[src/design/mic_array_delayed_tone_synth_core_defines.svh]
// assertion macros for the delayed tone synthesiser
// expects clk and arst_n in the scope of use
`ifndef MIC_ARRAY_DELAYED_TONE_SYNTH_CORE_DEFINES_SVH
`define MIC_ARRAY_DELAYED_TONE_SYNTH_CORE_DEFINES_SVH

// consequent checked in the same cycle
`define MADS_ASSERT_SAME(lbl, ante, cons, msg) \
	lbl: assert property (@(posedge clk) disable iff (!arst_n) (ante) |-> (cons)) else $error(msg);

// consequent checked in the cycle after the antecedent
`define MADS_ASSERT_NEXT(lbl, ante, cons, msg) \
	lbl: assert property (@(posedge clk) disable iff (!arst_n) (ante) |=> (cons)) else $error(msg);

`endif

[src/design/mads_pkg.sv]
// shared types, codes and constants of the delayed tone synthesiser
// no dependencies; the sine quarter wave is built at elaboration
package mads_pkg;

	localparam int COORD_W   = 16;
	localparam int FREQ_W    = 24;
	localparam int TICK_W    = 32;
	localparam int RATE_W    = 18;
	localparam int SPEED_W   = 11;
	localparam int SAMPLE_W  = 16;
	localparam int CMD_W     = 2;
	localparam int SEL_W     = 2;
	localparam int STATUS_W  = 2;
	localparam int CFG_IDX_W = 1;
	localparam int CFG_DATA_W = 18;

	localparam int SQ_IN_W  = 50;
	localparam int SQ_OUT_W = 25;
	localparam int DIV_NW   = 58;
	localparam int DIV_DW   = 18;
	localparam int TRAV_W   = 27;

	localparam logic [CMD_W-1:0] CMD_TICK   = 2'd0;
	localparam logic [CMD_W-1:0] CMD_ADD    = 2'd1;
	localparam logic [CMD_W-1:0] CMD_REMOVE = 2'd2;
	localparam logic [CMD_W-1:0] CMD_MIC    = 2'd3;

	localparam logic [STATUS_W-1:0] ST_OK       = 2'd0;
	localparam logic [STATUS_W-1:0] ST_NOTFOUND = 2'd1;
	localparam logic [STATUS_W-1:0] ST_FULL     = 2'd2;

	localparam logic [CFG_IDX_W-1:0] CFG_SAMPLE_RATE = 1'd0;
	localparam logic [CFG_IDX_W-1:0] CFG_SOUND_SPEED = 1'd1;

	localparam logic [63:0] PI_Q30 = 64'd3373259426;

	typedef struct packed {
		logic signed [COORD_W-1:0] x;
		logic signed [COORD_W-1:0] y;
		logic signed [COORD_W-1:0] z;
		logic [FREQ_W-1:0]         freq;
		logic [TICK_W-1:0]         start;
	} src_entry_t;

	typedef struct packed {
		logic busy;
		logic done;
	} iter_stat_t;

	typedef logic [14:0] qtab_t [257];

	function automatic qtab_t build_qtab();
		qtab_t t;
		logic [63:0] a;
		logic [63:0] a2;
		logic [63:0] term;
		logic [63:0] r;
		logic signed [63:0] sum;
		for (int x = 0; x <= 256; x++) begin
			a = (64'(x) * PI_Q30) / 64'd512;
			a2 = (a * a) >> 30;
			term = a;
			sum = signed'(a);
			for (int k = 1; k < 8; k++) begin
				term = ((term * a2) >> 30) / 64'((2 * k) * (2 * k + 1));
				if (k[0]) begin
					sum = sum - signed'(term);
				end else begin
					sum = sum + signed'(term);
				end
			end
			if (sum < 0) begin
				sum = 0;
			end
			r = (64'(sum) + 64'd16384) >> 15;
			if (r > 64'd32767) begin
				r = 64'd32767;
			end
			t[x] = 15'(r);
		end
		return t;
	endfunction

	localparam qtab_t QTAB = build_qtab();

	function automatic logic signed [SAMPLE_W-1:0] sine_value(input logic [9:0] idx);
		logic [7:0] r;
		logic [14:0] v;
		r = idx[7:0];
		v = idx[8] ? QTAB[9'd256 - 9'(r)] : QTAB[9'(r)];
		return idx[9] ? -signed'({1'b0, v}) : signed'({1'b0, v});
	endfunction

endpackage

[src/design/mads_divu.sv]
// restoring unsigned divider, one quotient bit per cycle
// depends on mads_pkg for widths and the status struct
module mads_divu (
	input  logic                        clk,
	input  logic                        arst_n,
	input  logic                        start,
	input  logic [mads_pkg::DIV_NW-1:0] numer,
	input  logic [mads_pkg::DIV_DW-1:0] denom,
	output logic [mads_pkg::DIV_NW-1:0] quot,
	output mads_pkg::iter_stat_t        stat
);
	localparam int NW = mads_pkg::DIV_NW;
	localparam int DW = mads_pkg::DIV_DW;
	localparam int CNTW = $clog2(NW);

	logic [NW-1:0]   num_q;
	logic [DW-1:0]   den_q;
	logic [DW-1:0]   rem_q;
	logic [CNTW-1:0] cnt_q;
	logic            busy_q;
	logic            done_q;
	logic [DW:0]     rem_sh;
	logic            fits;

	assign rem_sh = {rem_q, num_q[NW-1]};
	assign fits   = rem_sh >= {1'b0, den_q};

	always_ff @(posedge clk or negedge arst_n) begin
		if (!arst_n) begin
			busy_q <= 1'b0;
			done_q <= 1'b0;
			cnt_q  <= '0;
		end else begin
			done_q <= busy_q && !start && (cnt_q == CNTW'(NW - 1));
			if (start) begin
				busy_q <= 1'b1;
				cnt_q  <= '0;
			end else if (busy_q) begin
				cnt_q <= cnt_q + CNTW'(1);
				if (cnt_q == CNTW'(NW - 1)) begin
					busy_q <= 1'b0;
				end
			end
		end
	end

	// quotient bits shift in where numerator bits leave
	always_ff @(posedge clk) begin
		if (start) begin
			num_q <= numer;
			den_q <= denom;
			rem_q <= '0;
		end else if (busy_q) begin
			num_q <= {num_q[NW-2:0], fits};
			rem_q <= fits ? DW'(rem_sh - {1'b0, den_q}) : DW'(rem_sh);
		end
	end

	assign quot = num_q;
	assign stat = '{busy: busy_q, done: done_q};
endmodule

[config.mk]
export PLATFORM = sky130hd
export DESIGN_NAME = mads_divu
export DESIGN_NICKNAME = d
export VERILOG_FILES = /design/src/design/mic_array_delayed_tone_synth_core_defines.svh /design/src/design/mads_pkg.sv /design/src/design/mads_divu.sv
export SDC_FILE = /design/constraint.sdc
export NUM_CORES = 1
export LEC_CHECK = 0
export ABC_AREA = 0
export ABC_CLOCK_PERIOD_IN_PS = 2400
export BUFFER_PORTS_ARGS = -buffer_cell sky130_fd_sc_hd__buf_2
export CORE_UTILIZATION = 30
export CTS_CLUSTER_SIZE = 30
export DETAILED_ROUTE_END_ITERATION = 7
export HOLD_SLACK_MARGIN = 0.05
export PLACE_DENSITY = 0.5
export SLEW_MARGIN = 20
export SYNTH_ARGS = -nofsm -noshare
export SYNTH_HDL_FRONTEND = slang
export SYNTH_SLANG_ARGS = --single-unit
export TNS_END_PERCENT = 30
[constraint.sdc]
create_clock -name clk -period 2.4 [get_ports clk]
set_input_delay 0.36 -clock clk [delete_from_list [all_inputs] [get_ports clk]]
set_output_delay 0.36 -clock clk [all_outputs]
set_load 0.05 [all_outputs]
Word level (Yosys, flattened, before mapping)
Cells that the tools add are included.

storage, ports and cells
  word-level logic and storage cells = 22
  input bits = 79
  flip-flop bits (word level) = 102

cells by class
  eq/ne operators = 1
  $lt $le $gt $ge = 1
  reductions and logical operators = 4
  $add $sub $neg = 2
  mux-type cells = 8

operators with widths
  kind                                          count
  two-way mux 58 bit                            2
  >= comparator 19 x 18 -> 1 bit                1
  two-way mux 18 bit                            1
  subtractor 18 bit                             1
  two-way mux 6 bit                             2
  adder 6 x 1 -> 6 bit (second input constant)  1
  equality test 6 bit (second input constant)   1
  two-way mux 1 bit                             3
  logical AND 1 bit                             2
  nonzero test 2 bit                            1
  logical NOT 1 bit                             1

Longest topological paths before layout
Gate-level depths: netlist (run 1).

  word-level depth = 4
  gate-level depth with buffers = 10

Worst setup path before layout (run 1)
OpenSTA, ideal clock, no wires.

  path kind = register -> register
  start point = reg num_q[57] (netlist: quot[57])
  end point = reg rem_q[10]
  buffers on the path = 0
  cell stages (with the launch flop) = 11
  slack = -0.414 ns
  clock period less this slack = 2.814 ns
  arrival = 2.666 ns
  cells stage by stage = edfxtp_1 inv_1 ha_1 inv_1 fa_1 a211oi_1 o21bai_4 a311o_1 a21oi_2 xor2_1 a41oi_1

between the ends
  word-level cells in the longest chain between the ends = 2
  elaborated cells on any way between the ends = 3
  those cells by class = add/sub (1); order compare (1); mux (1)

RTL lines
  element                                                                     line                              text
  from (decl)                                                                 mads_divu.sv:16                   logic [NW-1:0] num_q;
  from (signal assigned)                                                      mads_divu.sv:50                   num_q <= numer;
  from (signal assigned)                                                      mads_divu.sv:54                   num_q <= {num_q[NW-2:0], fits};
  subtractor 18 bit / >= comparator 19 x 18 -> 1 bit (equally long branches)  mads_divu.sv:55, mads_divu.sv:26
  two-way mux 18 bit (*)                                                      mads_divu.sv:55                   rem_q <= fits ? DW'(rem_sh - {1'b0, den_q}) : DW'(rem_sh);
  to (signal assigned)                                                        mads_divu.sv:55
  to (decl)                                                                   mads_divu.sv:18                   logic [DW-1:0] rem_q;

Every way passes the cells marked *; elsewhere a longest branch is shown, timed or not.
A chain may end at the register's enable or synchronous reset.

Final worst setup path (run 1)
Same ends and word-level chain as after synthesis.

==> results of run 1 <==
registers in the layout, summed over array words and instances (netlist names):
register and flops:
done_q 1, quot 58, den_q 18, cnt_q 6
busy_q 1, rem_q 18
per-layer routing:
metal / GRT usage [%] / share of wire [%]
met5: 0 / 0
met4: 5.79 / 1.8
met3: 5.04 / 7.5
met2: 25.0 / 47
met1: 19.8 / 44
logic make-up after synthesis:
logic type	Yosys count	synth area share (%)
AO/OA/AOI/OAI	111	15.8
XOR/XNOR	17	2.65
adder cells (fa/ha/maj)	21	4.81
buffers and inverters	57	5.50
flip-flops	102	50.6
multiplexers	58	11.6
AND/OR/NAND/NOR	102	9.04
report_power, final:
group / leakage [nW] / total (mW) / internal [mW] / switching, mW
sequential: 1.04 / 2.11 / 2.05 / 0.0668
clock: 0.143 / 1.48 / 0.736 / 0.748
combinational: 1.84 / 0.985 / 0.336 / 0.650
total: 3.02 / 4.58 / 3.12 / 1.46
worst min path at each step:
stage / start / to
6_report: denom[10] / den_q[10]
4_1_cts: denom[15] / den_q[15]
3_5_place_dp: arst_n / done_q
2_1_floorplan: arst_n / busy_q
3_3_place_gp: arst_n / done_q
5_1_grt: denom[13] / den_q[13]
stage by stage:
stage          std cells  setup TNS [ns]  worst slack, ns
2_1_floorplan        468          -0.236           -0.126
3_3_place_gp         855               0           0.0330
3_5_place_dp         855               0          0.00935
4_1_cts              873               0           0.0124
5_1_grt              874         -0.0627          -0.0304
6_report             874               0            0.106
layout by cell type, fill, tap and decap left out, types with 4 or more instances in the layout:
cell and instances:
o21a_1 6, nor3_1 9, inv_1 24, a41oi_1 5
o21ai_0 11, dfxtp_1 17, xnor2_1 10, clkbuf_16 9
a21oi_2 5, a311oi_1 4, a21o_1 4, buf_4 50
nor2_1 29, nand2_1 24, mux2_2 58, o221ai_1 5
xor2_1 7, nand3_1 9, o211ai_1 8, a32oi_1 7
ha_1 19, a21oi_1 15, nand4_1 10, dfrtp_1 8
edfxtp_1 76, buf_2 137, a211oi_1 5
what timing repair did:
action | in CTS | in global routing
setup endpoints to repair | 2 | 16
resized for setup | 1 | 9
hold buffers | 1 | 0
endpoints found under the hold margin | 8 | 0
pin swaps | 2 | 4
setup buffers | 1 | 1
worst max-delay path, stage by stage, from the launching register on:
cell and delay [ns]:
edfxtp_1 0.40, inv_2 0.10, ha_4 0.13, inv_2 0.04
fa_2 0.39, a211oi_4 0.28, o21bai_4 0.12, a311o_1 0.30
a21oi_2 0.13, xor2_1 0.16, a41oi_1 0.12
layout make-up:
class | instances | area share (%)
sequential | 102 | 39.6
multi-input combinational | 309 | 35.2
timing repair buffer | 191 | 15.7
tap | 229 | 3.99
clock buffer | 10 | 3.19
inverter | 27 | 1.41
clock inverter | 6 | 0.871
==> impl_metrics.ini, run 1 <==
[status]
status = complete, but fails checks
failed_checks = DRC

[detailed_routing]
vias = 4383
dr.pass1.iters = 8
drtAntennaViolNets = 0
wl_per_cell_um = 16.5
wirelength_mm = 14.5
drc = 9
drtIter0Drc = 202
via_per_inst = 5.01

[logic_synthesis]
synth_cells = 468
async_reset_ff_share_pct = 7.84
yosys-top-cells-count = 76 x edfxtp_1, 58 x mux2_2, 29 x nor2_1
synth_area_leader_cell = edfxtp_1
yosysMostFrequentCell = edfxtp_1
synthDistinctLibCells = 73
synth_top_area_share_pct = 40.6
syn_nets = 568
synth_area_um2 = 5620
synth-seq-cells = 102
ys_warn_count = 0
syn_avg_cell_area_um2 = 12.0
yosysSeqAreaShare_pct = 50.6
synth_area_leaders = edfxtp_1 41%, mux2_2 12%, dfxtp_1 6.4%
synthFlopType = edfxtp_1
synth_edf_count = 76

[cts]
htreeDepth = 3
cts_tree = done
cts_num_sinks = 102
clk_pin_slew_worst_paths_ns = 0.08
clk_path_buf_depth = 2
numCtsBuffers = 9
clock_latency_ns = 0.36
cts_root_buf = clkbuf_16

[worst_setup_path]
r2r_slack_ns = 0.11
critPathCaptureType = flip-flop
crit_required_ns = 2.63
start_kind = flip-flop
r2r_cells = 10
reg2reg_from = quot[57]
setup.worst_path.class = reg -> reg
crit_arrival_ns = 2.53
crit_start = quot[57]
crit_end = rem_q[10]
path_max_fanout = 6
worstReg2RegEnd = rem_q[10]

[placed_design]
place.port_buffers = 138
dp_hpwl_mm = 10.8
place.gp.congestion = 0.798
placed_cell_area_um2 = 6820

[power]
p_leak_nw = 3.02
power_mw = 4.58
peakVddDrop_mv = 0.403
power.density_nw_per_um2 = 638

[floorplanning]
io_pins = 139
initial_core_util_pct = 31.0
dieArea_um2 = 19300
die_h_um = 139
fp.dieW_um = 139
core_area_um2 = 18100
core.rowCount = 49

[sta]
clock_skew_ns = 0.0104
rsz0062_at_grt = true
fin_crit_sh_pct = 95.6
hold_violations = 0
fmax_mhz = 436
slew_viol_final = 0
maxSlewHeadroom_pct = 71.3
holdWs_ns = 0.171
min_period_ns = 2.29
worst_pin_slew_ns = 0.426
finalSetupViolations = 0

[layout]
multiInputGateArea_um2 = 2530
post-route-util_pct = 39.6
diodes = 0
nets = 740
layout-drive-gt1-share_pct = 45.9
final_area_um2 = 7180
register_area_um2 = 2840
n_fill_cell = 1773
area_delta_synth_final_pct = 27.9

[job]
maxCapViolCount = 0

[worst_hold_path]
hp-class = in -> reg
hold-path-cell-count = 1

[grt]
grt_pass1_wl_mm = 23.6
antenna_found_initial = 0
grt_pass1_vias = 4503
grt.total_usage_pct = 15.7
overflow = 0
grt_max_degree = 59
Note: power is estimated with default switching activity, not from simulation.
==> inputs of run 2 (changes only) <==
CORE_MARGIN = 4   (was not set)
PLACE_DENSITY = not set   (was 0.5)
PLACE_DENSITY_LB_ADDON = 0.15   (was not set)
==> run 2 against run 1 <==
Final cell count is 0.57% lower. Critical path type unchanged. Wire length is 2.6% higher. First-iteration DRC count is 5.9% higher. Clock skew is 0.00054 ns higher. Power is 1.1% higher. Critical path depth is 4 lower. Largest power group unchanged. The run now ends clean.
==> impl_metrics.ini, run 2 (same netlist as run 1, synthesis figures left out) <==
[worst_setup_path]
r2r_cells = 6
setup.worst_path.class = reg -> reg
crit_arrival_ns = 2.57
start_kind = flip-flop
crit_required_ns = 2.63
path_max_fanout = 5
critPathCaptureType = flip-flop

[grt]
grt_pass1_wl_mm = 23.2
overflow = 0
grt.total_usage_pct = 14.2
grt_pass1_vias = 4465
antenna_found_initial = 0
grt_max_degree = 71

[cts]
cts_num_sinks = 102
htreeDepth = 3
cts_tree = done
numCtsBuffers = 9
cts_root_buf = clkbuf_16
clock_latency_ns = 0.36
clk_pin_slew_worst_paths_ns = 0.08
clk_path_buf_depth = 2

[worst_hold_path]
hp-class = in -> reg
hold-path-cell-count = 1

[detailed_routing]
drtIter0Drc = 214
via_per_inst = 4.98
wirelength_mm = 14.8
drtAntennaViolNets = 0
vias = 4327
drc = 0
dr.pass1.iters = 5
wl_per_cell_um = 17.1

[placed_design]
dp_cells = 849
dp_hpwl_mm = 10.8
place.gp.congestion = 0.831
place.port_buffers = 138

[layout]
layout.cells.non_filler = 869
area_delta_synth_final_pct = 27.6
largest_reg_flops = 58
layout.cells.most_common_list = 137 x buf_2, 76 x edfxtp_1, 58 x mux2_2, 46 x buf_4, 29 x nor2_1
nets = 735
layout-drive-gt1-share_pct = 45.3
diodes = 0
final_common_cell = buf_2

[floorplanning]
initial_core_util_pct = 30.9
io_pins = 139
fp.dieW_um = 145
core.rowCount = 49
core_area_um2 = 18200
die_h_um = 145
dieArea_um2 = 21000

[sta]
slew_viol_final = 0
worst_pin_slew_ns = 0.545
finalSetupViolations = 0
clock_skew_ns = 0.0109
fmax_mhz = 427
hold_violations = 0
maxSlewHeadroom_pct = 63.7
fin_crit_sh_pct = 97.5
rsz0062_at_grt = true
min_period_ns = 2.34

[power]
power_mw = 4.63
peakVddDrop_mv = 0.463
p_leak_nw = 3.01
power.density_nw_per_um2 = 646

[job]
maxCapViolCount = 0

[status]
status = finished, final reports clean
run 2: power by group:
part / internal (mW) / switching, mW
combinational: 0.332 / 0.656
clock: 0.748 / 0.784
sequential: 2.05 / 0.0655
total: 3.13 / 1.51
run 2: cell type report:
cell class	instances	area (um2)
Timing Repair Buffer	186	1080
Clock buffer	9	225
Sequential cell	102	2840
Fill cell	1797	11000
Inverter	27	101
Tap cell	229	287
Clock inverter	7	81.3
Multi-Input combinational cell	309	2550
run 2: path summary, 6_finish.rpt:
check                               start   endpoint  slack, ns
worst min-delay path            denom[15]  den_q[15]       0.17
worst min register to register  rem_q[17]  rem_q[17]       0.49
min in group asynchronous          arst_n     busy_q       0.37
worst max-delay path             rem_q[7]   rem_q[1]       0.06
max in group asynchronous          arst_n   cnt_q[1]       1.85
worst max register to register   rem_q[7]   rem_q[1]       0.06
run 2: timing repair:
item                                   4_1_cts  5_1_grt
pin swaps                                    2        4
endpoints found under the hold margin        8        0
resized for setup                            1       10
hold buffers                                 1        0
setup endpoints to repair                    2       13
setup buffers                                2        1
run 2: critical path, cell delays in order, from the launching register on:
cell       delay (ns)
dfxtp_1          0.37
ha_1             0.41
nand4_2          0.21
or3_4            0.45
o21a_4           0.24
a2111oi_4        0.41
nor3_1           0.12
run 2: routing by layer:
metal / GRT usage [%] / vias up / share of wire (%)
li1: - / 2118 / -
met1: 18.1 / 2053 / 43
met2: 23.0 / 143 / 47
met3: 4.83 / 13 / 8.2
met4: 3.73 / 0 / 1.6
met5: 0 / - / 0
run 2: through the flow:
step	util, %	TNS (ns)	instance area (um2)	hold WS [ns]	setup WS [ns]
after floorplan	-	-0.236	5640	0.0644	-0.126
after global placement	37.2	-0.0122	6770	0.210	-0.0122
after detailed placement	37.2	-0.0420	6770	0.215	-0.0361
after CTS	39.0	-0.0245	7100	0.155	-0.0245
after global routing	39.4	-0.0800	7170	0.151	-0.0519
final	39.4	0	7170	0.170	0.0589
