[src/design/mic_array_delayed_tone_synth_core_defines.svh]
// assertion macros for the delayed tone synthesiser
// expects clk and arst_n in the scope of use
`ifndef MIC_ARRAY_DELAYED_TONE_SYNTH_CORE_DEFINES_SVH
`define MIC_ARRAY_DELAYED_TONE_SYNTH_CORE_DEFINES_SVH

// consequent checked in the same cycle
`define MADS_ASSERT_SAME(lbl, ante, cons, msg) \
	lbl: assert property (@(posedge clk) disable iff (!arst_n) (ante) |-> (cons)) else $error(msg);

// consequent checked in the cycle after the antecedent
`define MADS_ASSERT_NEXT(lbl, ante, cons, msg) \
	lbl: assert property (@(posedge clk) disable iff (!arst_n) (ante) |=> (cons)) else $error(msg);

`endif

[src/design/mads_pkg.sv]
// shared types, codes and constants of the delayed tone synthesiser
// no dependencies; the sine quarter wave is built at elaboration
package mads_pkg;

	localparam int COORD_W   = 16;
	localparam int FREQ_W    = 24;
	localparam int TICK_W    = 32;
	localparam int RATE_W    = 18;
	localparam int SPEED_W   = 11;
	localparam int SAMPLE_W  = 16;
	localparam int CMD_W     = 2;
	localparam int SEL_W     = 2;
	localparam int STATUS_W  = 2;
	localparam int CFG_IDX_W = 1;
	localparam int CFG_DATA_W = 18;

	localparam int SQ_IN_W  = 50;
	localparam int SQ_OUT_W = 25;
	localparam int DIV_NW   = 58;
	localparam int DIV_DW   = 18;
	localparam int TRAV_W   = 27;

	localparam logic [CMD_W-1:0] CMD_TICK   = 2'd0;
	localparam logic [CMD_W-1:0] CMD_ADD    = 2'd1;
	localparam logic [CMD_W-1:0] CMD_REMOVE = 2'd2;
	localparam logic [CMD_W-1:0] CMD_MIC    = 2'd3;

	localparam logic [STATUS_W-1:0] ST_OK       = 2'd0;
	localparam logic [STATUS_W-1:0] ST_NOTFOUND = 2'd1;
	localparam logic [STATUS_W-1:0] ST_FULL     = 2'd2;

	localparam logic [CFG_IDX_W-1:0] CFG_SAMPLE_RATE = 1'd0;
	localparam logic [CFG_IDX_W-1:0] CFG_SOUND_SPEED = 1'd1;

	localparam logic [63:0] PI_Q30 = 64'd3373259426;

	typedef struct packed {
		logic signed [COORD_W-1:0] x;
		logic signed [COORD_W-1:0] y;
		logic signed [COORD_W-1:0] z;
		logic [FREQ_W-1:0]         freq;
		logic [TICK_W-1:0]         start;
	} src_entry_t;

	typedef struct packed {
		logic busy;
		logic done;
	} iter_stat_t;

	typedef logic [14:0] qtab_t [257];

	function automatic qtab_t build_qtab();
		qtab_t t;
		logic [63:0] a;
		logic [63:0] a2;
		logic [63:0] term;
		logic [63:0] r;
		logic signed [63:0] sum;
		for (int x = 0; x <= 256; x++) begin
			a = (64'(x) * PI_Q30) / 64'd512;
			a2 = (a * a) >> 30;
			term = a;
			sum = signed'(a);
			for (int k = 1; k < 8; k++) begin
				term = ((term * a2) >> 30) / 64'((2 * k) * (2 * k + 1));
				if (k[0]) begin
					sum = sum - signed'(term);
				end else begin
					sum = sum + signed'(term);
				end
			end
			if (sum < 0) begin
				sum = 0;
			end
			r = (64'(sum) + 64'd16384) >> 15;
			if (r > 64'd32767) begin
				r = 64'd32767;
			end
			t[x] = 15'(r);
		end
		return t;
	endfunction

	localparam qtab_t QTAB = build_qtab();

	function automatic logic signed [SAMPLE_W-1:0] sine_value(input logic [9:0] idx);
		logic [7:0] r;
		logic [14:0] v;
		r = idx[7:0];
		v = idx[8] ? QTAB[9'd256 - 9'(r)] : QTAB[9'(r)];
		return idx[9] ? -signed'({1'b0, v}) : signed'({1'b0, v});
	endfunction

endpackage

[src/design/mads_isqrt.sv]
// iterative floor square root, two radicand bits per cycle
// depends on mads_pkg for widths and the status struct
module mads_isqrt (
	input  logic                          clk,
	input  logic                          arst_n,
	input  logic                          start,
	input  logic [mads_pkg::SQ_IN_W-1:0]  radicand,
	output logic [mads_pkg::SQ_OUT_W-1:0] root,
	output mads_pkg::iter_stat_t          stat
);
	localparam int OW = mads_pkg::SQ_OUT_W;
	localparam int IW = mads_pkg::SQ_IN_W;
	localparam int CNTW = $clog2(OW);

	logic [IW-1:0]   rad_q;
	logic [OW:0]     rem_q;
	logic [OW-1:0]   root_q;
	logic [CNTW-1:0] cnt_q;
	logic            busy_q;
	logic            done_q;
	logic [OW+2:0]   rem_sh;
	logic            fits;

	assign rem_sh = {rem_q, rad_q[IW-1:IW-2]};
	assign fits   = rem_sh >= ((OW+3)'({root_q, 2'b01}));

	always_ff @(posedge clk or negedge arst_n) begin
		if (!arst_n) begin
			busy_q <= 1'b0;
			done_q <= 1'b0;
			cnt_q  <= '0;
		end else begin
			done_q <= busy_q && !start && (cnt_q == CNTW'(OW - 1));
			if (start) begin
				busy_q <= 1'b1;
				cnt_q  <= '0;
			end else if (busy_q) begin
				cnt_q <= cnt_q + CNTW'(1);
				if (cnt_q == CNTW'(OW - 1)) begin
					busy_q <= 1'b0;
				end
			end
		end
	end

	always_ff @(posedge clk) begin
		if (start) begin
			rad_q  <= radicand;
			rem_q  <= '0;
			root_q <= '0;
		end else if (busy_q) begin
			rad_q <= {rad_q[IW-3:0], 2'b00};
			if (fits) begin
				rem_q  <= (OW+1)'(rem_sh - (OW+3)'({root_q, 2'b01}));
				root_q <= {root_q[OW-2:0], 1'b1};
			end else begin
				rem_q  <= (OW+1)'(rem_sh);
				root_q <= {root_q[OW-2:0], 1'b0};
			end
		end
	end

	assign root = root_q;
	assign stat = '{busy: busy_q, done: done_q};
endmodule

[config.mk]
export PLATFORM = sky130hd
export DESIGN_NAME = mads_isqrt
export DESIGN_NICKNAME = d
export VERILOG_FILES = /design/src/design/mic_array_delayed_tone_synth_core_defines.svh /design/src/design/mads_pkg.sv /design/src/design/mads_isqrt.sv
export SDC_FILE = /design/constraint.sdc
export NUM_CORES = 1
export LEC_CHECK = 0
export ABC_CLOCK_PERIOD_IN_PS = 7400
export BUFFER_PORTS_ARGS = -buffer_cell sky130_fd_sc_hd__buf_4
export CORE_MARGIN = 5
export CORE_UTILIZATION = 55
export DETAILED_ROUTE_END_ITERATION = 6
export PLACE_DENSITY = 0.77
export SYNTH_ARGS = -nofsm -noshare
export SYNTH_HDL_FRONTEND = slang
export SYNTH_SLANG_ARGS = --single-unit
[constraint.sdc]
create_clock -name clk -period 7.4 [get_ports clk]
set_clock_uncertainty 0.15 [all_clocks]
set_input_delay 1.48 -clock clk [delete_from_list [all_inputs] [get_ports clk]]
set_output_delay 1.48 -clock clk [all_outputs]
set_load 0.03 [all_outputs]
### Yosys cells after proc, flatten, opt, wreduce, memory -nomap -nowiden

Cells that the tools add are included.

| word-level totals | value |
|---|---|
| register bits after elaboration | 108 |
| input bits | 53 |
| output and inout bits | 27 |
| logic and storage cells | 23 |

| operators by class | value |
|---|---|
| add/subtract/negate cells | 2 |
| order comparisons | 1 |
| eq/ne operators | 1 |
| muxes and demuxes | 9 |
| reduce and logical (&&, ||, !) cells | 4 |

Operator list:

| cell | number |
|---|---|
| $mux 50 | 2 |
| $ge 28x27->1 | 1 |
| $mux 26 | 1 |
| $sub 26x26->26 | 1 |
| $mux 5 | 2 |
| $add 5x1->5 const B | 1 |
| $eq 5x5->1 const B | 1 |
| $mux 1 | 4 |
| $logic_and 1x1->1 | 2 |
| $reduce_bool 2->1 | 1 |
| $logic_not 1->1 | 1 |

### Depth between registers and ports, before layout

Gate-level depths: netlist (run 1).

| depth | value |
|---|---|
| depth in word-level cells | 4 |
| mapped depth | 12 |
| depth with buffers taken out | 9 |

### Least setup slack after synthesis (run 1)

OpenSTA, ideal clock, no wires.

| timing | value |
|---|---|
| path kind | input -> register |
| start | input port start |
| end | register rad_q[0], enable pin |
| setup time | 0.404 ns |
| arrival time | 3.154 ns |
| required time | 6.846 ns |
| path slack | 3.692 ns |
| cell stages on the path | 4 |
| buffers on the path | 2 |
| cells stage by stage | clkbuf_1 > clkbuf_1 > nor2_1 > inv_1 |

| between the ends | value |
|---|---|
| longest elaborated chain between the ends | 1 |

Ends and longest elaborated chain:

| element | line | source |
|---|---|---|
| start: declaration | mads_isqrt.sv:6 | `input logic start,` |
| $reduce_bool 2->1 (no line) | - |  |
| end signal: assignment | mads_isqrt.sv:48 | `rad_q <= radicand;` |
| end signal: assignment | mads_isqrt.sv:52 | `rad_q <= {rad_q[IW-3:0], 2'b00};` |
| end: declaration | mads_isqrt.sv:15 | `logic [IW-1:0] rad_q;` |

No other way between the ends.
A chain may end at the register's enable or synchronous reset.

### Worst setup path in the final report (run 1)

| timing | value |
|---|---|
| start | register busy_q |
| end | output port stat[1] in the netlist's numbering |

RTL lines:

| element | line | source |
|---|---|---|
| start: declaration | mads_isqrt.sv:19 | `logic busy_q;` |
| start signal: assignment | mads_isqrt.sv:29 | `busy_q <= 1'b0;` |
| start signal: assignment | mads_isqrt.sv:35 | `busy_q <= 1'b1;` |
| start signal: assignment | mads_isqrt.sv:40 | `busy_q <= 1'b0;` |
| end: declaration | mads_isqrt.sv:9 | `output mads_pkg::iter_stat_t stat` |

No word-level cell between the ends.

==> results of run 1 <==
## cell families after synthesis
logic type / Yosys count
buffers and inverters: 70
flip-flops: 108
AO/OA/AOI/OAI: 113
adder cells (fa/ha/maj): 29
AND/OR/NAND/NOR: 153
XOR/XNOR: 23
multiplexers: 84
## worst reg2reg max path: stages, from the launching register on
cell	delay, ps
dfxtp_1	390
inv_1	60
ha_1	410
a21oi_1	100
o21ai_0	500
nand3_1	260
a311oi_2	350
or2_1	690
mux2i_1	200
a211oi_1	280
## worst max path at each step
stage / from / to / slack (ps) / cells after the start
floorplan: start / rad_q[0]$_SDFFCE_PN0P_ / 3690 / 4
detailed placement: start / rem_q[17]$_SDFFE_PP0P_ / 3710 / 6
global route: busy_q$_DFF_PN0_ / stat[1] / 3630 / 2
global placement: start / rem_q[17]$_SDFFE_PP0P_ / 3760 / 6
CTS: busy_q$_DFF_PN0_ / stat[1] / 3720 / 2
finish: busy_q$_DFF_PN0_ / stat[1] / 3790 / 2
## cells in the mapped netlist, types with 2 or more instances
library cell / instances / share of area, %
nor2_1: 68 / 4.2
dfxtp_1: 51 / 17
edfxtp_1: 50 / 25
mux2_2: 49 / 9.2
inv_1: 38 / 2.4
mux2i_1: 35 / 5.8
ha_1: 29 / 6.0
nand2_1: 28 / 1.7
o21ai_0: 24 / 2.0
a21oi_1: 16 / 1.3
a211oi_1: 15 / 1.9
clkbuf_1: 15 / 0.94
xor2_1: 13 / 1.9
nand3_1: 12 / 1.0
xnor2_1: 10 / 1.5
a21o_1: 8 / 1.0
buf_2: 8 / 0.67
nand2b_1: 8 / 0.83
a32oi_1: 7 / 1.0
dfrtp_1: 7 / 2.9
nand4_1: 6 / 0.62
o31ai_1: 6 / 0.75
buf_1: 5 / 0.31
nor3_1: 5 / 0.42
a31oi_1: 4 / 0.42
nor2b_1: 4 / 0.42
a211oi_2: 3 / 0.62
a311oi_2: 3 / 0.75
and2_1: 3 / 0.31
and3_1: 3 / 0.31
a311oi_1: 2 / 0.29
a31o_2: 2 / 0.29
buf_4: 2 / 0.25
nand3b_1: 2 / 0.25
nand4b_1: 2 / 0.29
o211a_1: 2 / 0.33
o211ai_1: 2 / 0.25
o21bai_1: 2 / 0.25
or2_1: 2 / 0.21
or3_1: 2 / 0.21
## flip-flops by register name, summed over array words and instances, names as in the netlist
name / flops
rad_q: 50
rem_q: 26
root: 25
cnt_q: 5
busy_q: 1
done_q: 1
## power groups by stage
stage / sequential, W / combinational [W] / clock [W]
detailed placement: 0.000788 / 0.00118 / 0
finish: 0.000776 / 0.00120 / 0.000346
CTS: 0.000775 / 0.00119 / 0.000353
global placement: 0.000786 / 0.00116 / 0
floorplan: 0.000779 / 0.000983 / 0
global route: 0.000787 / 0.00132 / 0.000380
## stage by stage
step / total power, W / utilization (%)
2_1_floorplan: 0.00176 / -
3_3_place_gp: 0.00194 / 61.5
3_5_place_dp: 0.00197 / 61.5
4_1_cts: 0.00232 / 63.2
5_1_grt: 0.00249 / 63.2
6_report: 0.00232 / 63.2
## per-layer routing
layer  GRT usage, %  share of wire, %  up-vias
li1               -                 -     2217
met2           30.1                47      111
met3           5.97               7.4       18
met4           7.44               1.8        0
met5              0                 0        -
met1           24.6                44     2091
## area by class of cell
type,count,area (um2),share of cell area [%]
Clock buffer,10,128,1.87
Clock inverter,6,55.1,0.807
Inverter,38,143,2.09
Multi-Input combinational cell,402,3020,44.2
Sequential cell,108,2700,39.5
Tap cell,140,175,2.57
Timing Repair Buffer,81,608,8.91
==> run metrics, run 1 <==
status complete, no violations; Final Hold Vio Count 0; simple-gate portion of the synthesized area 12.0%; ANT nets after route 0; WL final 12.3 mm; most common cell after layout, fill and taps aside buf_4; initial antenna violation count 0; fin area 6820 um2; DRC violations left 0; DR pass1 iterations 4; I/O pin count 80; P_leak 2.97 nW; CTS max path bufs 2; Layout area overhead 13.4%; root cell of the clock tree clkbuf_8; gr usage total a little under a fifth; DP Wirelength 8.81 mm; crit path launch type flop; Synth Area in XOR/XNOR 3.35%; Slowest cell on crit path dfrtp_2; Mapped Cells 580; DP Cell Count 769; worst-margin pin slew between 1000 and 1500 ps; total gr overflow 0; clock share of power 14.9%; Routed WL per cell 15.7 um; fraction of the mapped netlist area in adder cells 6.03%; FF-to-FF path depth 9; global-route wire length before repair 20.4 mm; CTS tree yes; I/O Buffers 79; largest family of logic cells by synthesized area multiplexers; sw frac 40.7%; CP Cell Sequence buf_4 > buf_4; cell family with most CP delay buffers and inverters; fraction of synthesized area in multiplexers 15.0%; critical-path maximum fanout roughly 50; Seq/Total Area, Yosys between 40% and 50%; worst slack, placed 3710 ps; CTS HTree Levels 3; pwr dens 340 nW/um2; vias in the first global route 4344; vias 4437; number of synthesized flops with an enable pin 50; vias per inst 5.65; RSZ-0062 raised after global routing false; 1st-iter DRT viols 208; Worst R2R Setup Slack 3940 ps; largest net degree at the start of global routing 61; predominant post-synthesis flop cell dfxtp_1; FMAX around 280 MHz; CTS clk-pin slew, worst paths 100 ps; final cell count without fillers between 700 and 800; post-route worst setup slack 3790 ps; Placement Rows 38; Yosys warning count 0; worst hold endpoint rem_q[24]$_SDFFE_PP0P_; Synth Net Count roughly 660; Clock Sink Count 108; Synth Register Bits 108; die area 13100 um2; Cells on Worst Hold Path 2; RePlAce Congestion ~0.9; synthesized area per cell 10.4 um2; Slew Limit Fails 0; Final period util between 40% and 50%; setup violators final 0; Req. time, crit path 5770 ps; Net Sw Power 0.000945 W; # hold bufs at CTS 0; asr flop ratio synth 6.48%; Gate power share between 50% and 60%; commonest non-fill, non-tap cells in the layout 81 x buf_4, 68 x nor2_1, 51 x dfxtp_1, 50 x edfxtp_1, 49 x mux2_2; Setup crit end kind output port; CP arrival between 1500 and 2000 ps; Most common cell on crit path buf_4; Slew HR 24.5%; internal power 0.00137 W; post-route setup TNS 0 ps; NumNets Final 722; Post-DP Area 6640 um2; FF-to-FF End rem_q[9]$_SDFFE_PP0P_; diodes inserted 0; Resize count post-CTS 0; Filler cells 883; Compound-Gate Fraction of Synth Area 13.8%; worst skew pair latency 380 ps; Netlist cell types 67; Bufs and invs on worst path 2; VDD IR max ~0.00015 V; CTS Buf Count 9; max cap viols 0; critical path class reg -> out; WHS around 350 ps; hold_sp rem_q[24]$_SDFFE_PP0P_; core area 10800 um2; origin of the critical flop-to-flop path root[7]$_SDFFE_PP0P_; die height 115 um; Synth Cell Area 6020 um2; Seq pwr share 33.5%; CP max stage delay about 750 ps; Period minus WS final 3610 ps; layout cells sized above 1 about a quarter; buffer count from post-CTS setup fixing 0; Die Wd 115 um; Starting Density 55.8%; worst hold path class reg -> reg
(Power assumes the default switching activity.)
==> run 2, diff against run 1 <==
--- a/config.mk
+++ b/config.mk
@@ -5,10 +5,10 @@
 export SDC_FILE = /design/constraint.sdc
 export NUM_CORES = 1
 export LEC_CHECK = 0
-export ABC_CLOCK_PERIOD_IN_PS = 7400
+export ABC_CLOCK_PERIOD_IN_PS = 3100
 export BUFFER_PORTS_ARGS = -buffer_cell sky130_fd_sc_hd__buf_4
 export CORE_MARGIN = 5
-export CORE_UTILIZATION = 55
+export CORE_UTILIZATION = 53
 export DETAILED_ROUTE_END_ITERATION = 6
 export PLACE_DENSITY = 0.77
 export SYNTH_ARGS = -nofsm -noshare
==> constraint.sdc (replaced) <==
create_clock -name clk -period 3.1 [get_ports clk]
set_clock_uncertainty 0.15 [all_clocks]
set_input_delay 0.62 -clock clk [delete_from_list [all_inputs] [get_ports clk]]
set_output_delay 0.62 -clock clk [all_outputs]
set_load 0.03 [all_outputs]
==> run 2 against run 1 <==
Design area is 4.1% higher. Total power grew to 2.7 times the previous value. Sequential share of layout area is 1.6 points lower. Critical endpoint is now rem_q[23]$_SDFFE_PP0P_. Die area is 3.4% higher. Largest power group unchanged. Via count is 4.6% higher. Combinational power grew to 2.6 times the previous value.
==> run metrics, run 2 (same netlist as run 1, synthesis figures left out) <==
RSZ-0062 raised after global routing true; fin area 7100 um2; WL final about 13 mm; Util after Layout roughly 63%; cell family with most CP delay compound AO/OA/AOI/OAI gates; Slew Limit Fails 0; met1 usage 25.7%; worst hold path class reg -> reg; FMAX 345 MHz; pwr dens 872 nW/um2; Layout area overhead 18.0%; total gr overflow 0; DRC violations left 0; Final period util about 93%; Slowest cell on crit path a311o_1; CP Cell Sequence inv_1 > ha_1 > buf_4 > and2_1 > a21oi_2 > o21ai_1 > a311o_1 > or3_1 > a31o_1 > a311oi_2; vias roughly 4600; CTS max path bufs 2; status complete, no violations; DP Cell Count 786; diodes inserted 0; worst skew pair latency 360 ps; worst-margin pin slew 778 ps; Filler cells between 800 and 900; RePlAce Congestion 0.879; grt met3 use 4.97%; commonest non-fill, non-tap cells in the layout 95 x buf_4, 68 x nor2_1, 51 x dfxtp_1, 50 x edfxtp_1, 49 x mux2_2; gr usage total 20.4%; ANT nets after route 0; critical-path maximum fanout 6; Starting Density about 53%; max cap viols 0; FF-to-FF path depth 10; critical path class reg -> reg; Clock Sink Count 108; WP depth 10; initial antenna violation count 0; met2 usage between 30% and 40%; Slew HR 48.1%; global-route wire length before repair 22.1 mm; setup violators final 0; CP max stage delay roughly 420 ps; largest net degree at the start of global routing 63; layout cells sized above 1 27.4%; final cell count without fillers 803; CTS clk-pin slew, worst paths 80 ps; I/O Buffers 79; 1st-iter DRT viols 253; core area 11300 um2; most flop-heavy register rad_q; WHS roughly 330 ps; GR peak layer met2; buffer count from post-CTS setup fixing 0; Cells on Worst Hold Path 2; CTS Buf Count 9; die height 117 um; P_leak 3.10 nW; Placement Rows 39; vias per inst 5.78; CP arrival 3010 ps; root cell of the clock tree clkbuf_16; Setup crit end kind flop; vias in the first global route 4574; Die Wd between 100 and 150 um; Routed WL per cell 16.8 um; CTS tree yes; Post-DP Area 6750 um2; Bufs and invs on worst path 2; Period minus WS final ~2900 ps; I/O pin count 80; most common cell after layout, fill and taps aside buf_4; crit path launch type flop; die area 13600 um2; Final Hold Vio Count 0; VDD IR max 0.000391 V; Req. time, crit path 3210 ps; max FFs per register 50; DR pass1 iterations 5; CTS HTree Levels 3; NumNets Final 737; DP Wirelength 9.87 mm
-- run 2: changes by cell type in the layout (fill, tap and decap cells not counted), sizes merged --
| cell | change |
|---|---|
| buf | +14 |
| bufinv | +1 |
| clkbuf | -1 |
| dlygate4sd3 | +1 |
-- run 2: metal layers --
metal / up-vias / routed length [um]
met2: 153 / 6590
met3: 23 / 913
met1: 2216 / 5700
met4: 0 / 268
li1: 2251 / -
met5: - / 0
-- run 2: metrics by stage --
step	total power [W]	worst slack, ps	setup TNS, ps
after floorplan	0.00421	234	0
after global placement	0.00483	247	0
after detailed placement	0.00492	182	0
after CTS	0.00615	165	0
after global routing	0.00660	-18.5	-18.5
final	0.00620	203	0
-- run 2: path summary, 6_finish.rpt --
| check | from | end | slack [ps] |
|---|---|---|---|
| max | root[11]$_SDFFE_PP0P_ | rem_q[23]$_SDFFE_PP0P_ | 200 |
| min | rem_q[24]$_SDFFE_PP0P_ | rem_q[24]$_SDFFE_PP0P_ | 330 |
| max reg2reg | root[11]$_SDFFE_PP0P_ | rem_q[23]$_SDFFE_PP0P_ | 200 |
| min reg2reg | rem_q[24]$_SDFFE_PP0P_ | rem_q[24]$_SDFFE_PP0P_ | 330 |
| max in group asynchronous | arst_n | busy_q$_DFF_PN0_ | 2220 |
| min in group asynchronous | arst_n | done_q$_DFF_PN0_ | 450 |
-- run 2: worst min-delay path: stages, from the launching register on --
cell and delay, ps:
dfxtp_1 340, a32oi_1 50, o21ai_0 60
-- run 2: layout make-up --
| type | instances | area [um2] | share of cell area [%] |
|---|---|---|---|
| multi-input combinational | 402 | 3040 | 42.8 |
| tap | 143 | 179 | 2.52 |
| clock inverter | 7 | 92.6 | 1.30 |
| inverter | 38 | 143 | 2.01 |
| timing repair buffer | 96 | 723 | 10.2 |
| clock buffer | 9 | 225 | 3.17 |
| sequential | 108 | 2700 | 38.0 |
-- run 2: timing repair --
item,CTS,global route
resized for setup,0,5
hold buffers,1,0
hold endpoints to repair,7,0
endpoints found under the setup margin,0,9
-- run 2: power breakdown --
group | internal [W] | switching [W] | leakage (nW)
clock network | 0.000648 | 0.000568 | 0.149
registers | 0.00172 | 0.000150 | 1.04
logic | 0.00141 | 0.00171 | 1.91
total | 0.00377 | 0.00243 | 3.10
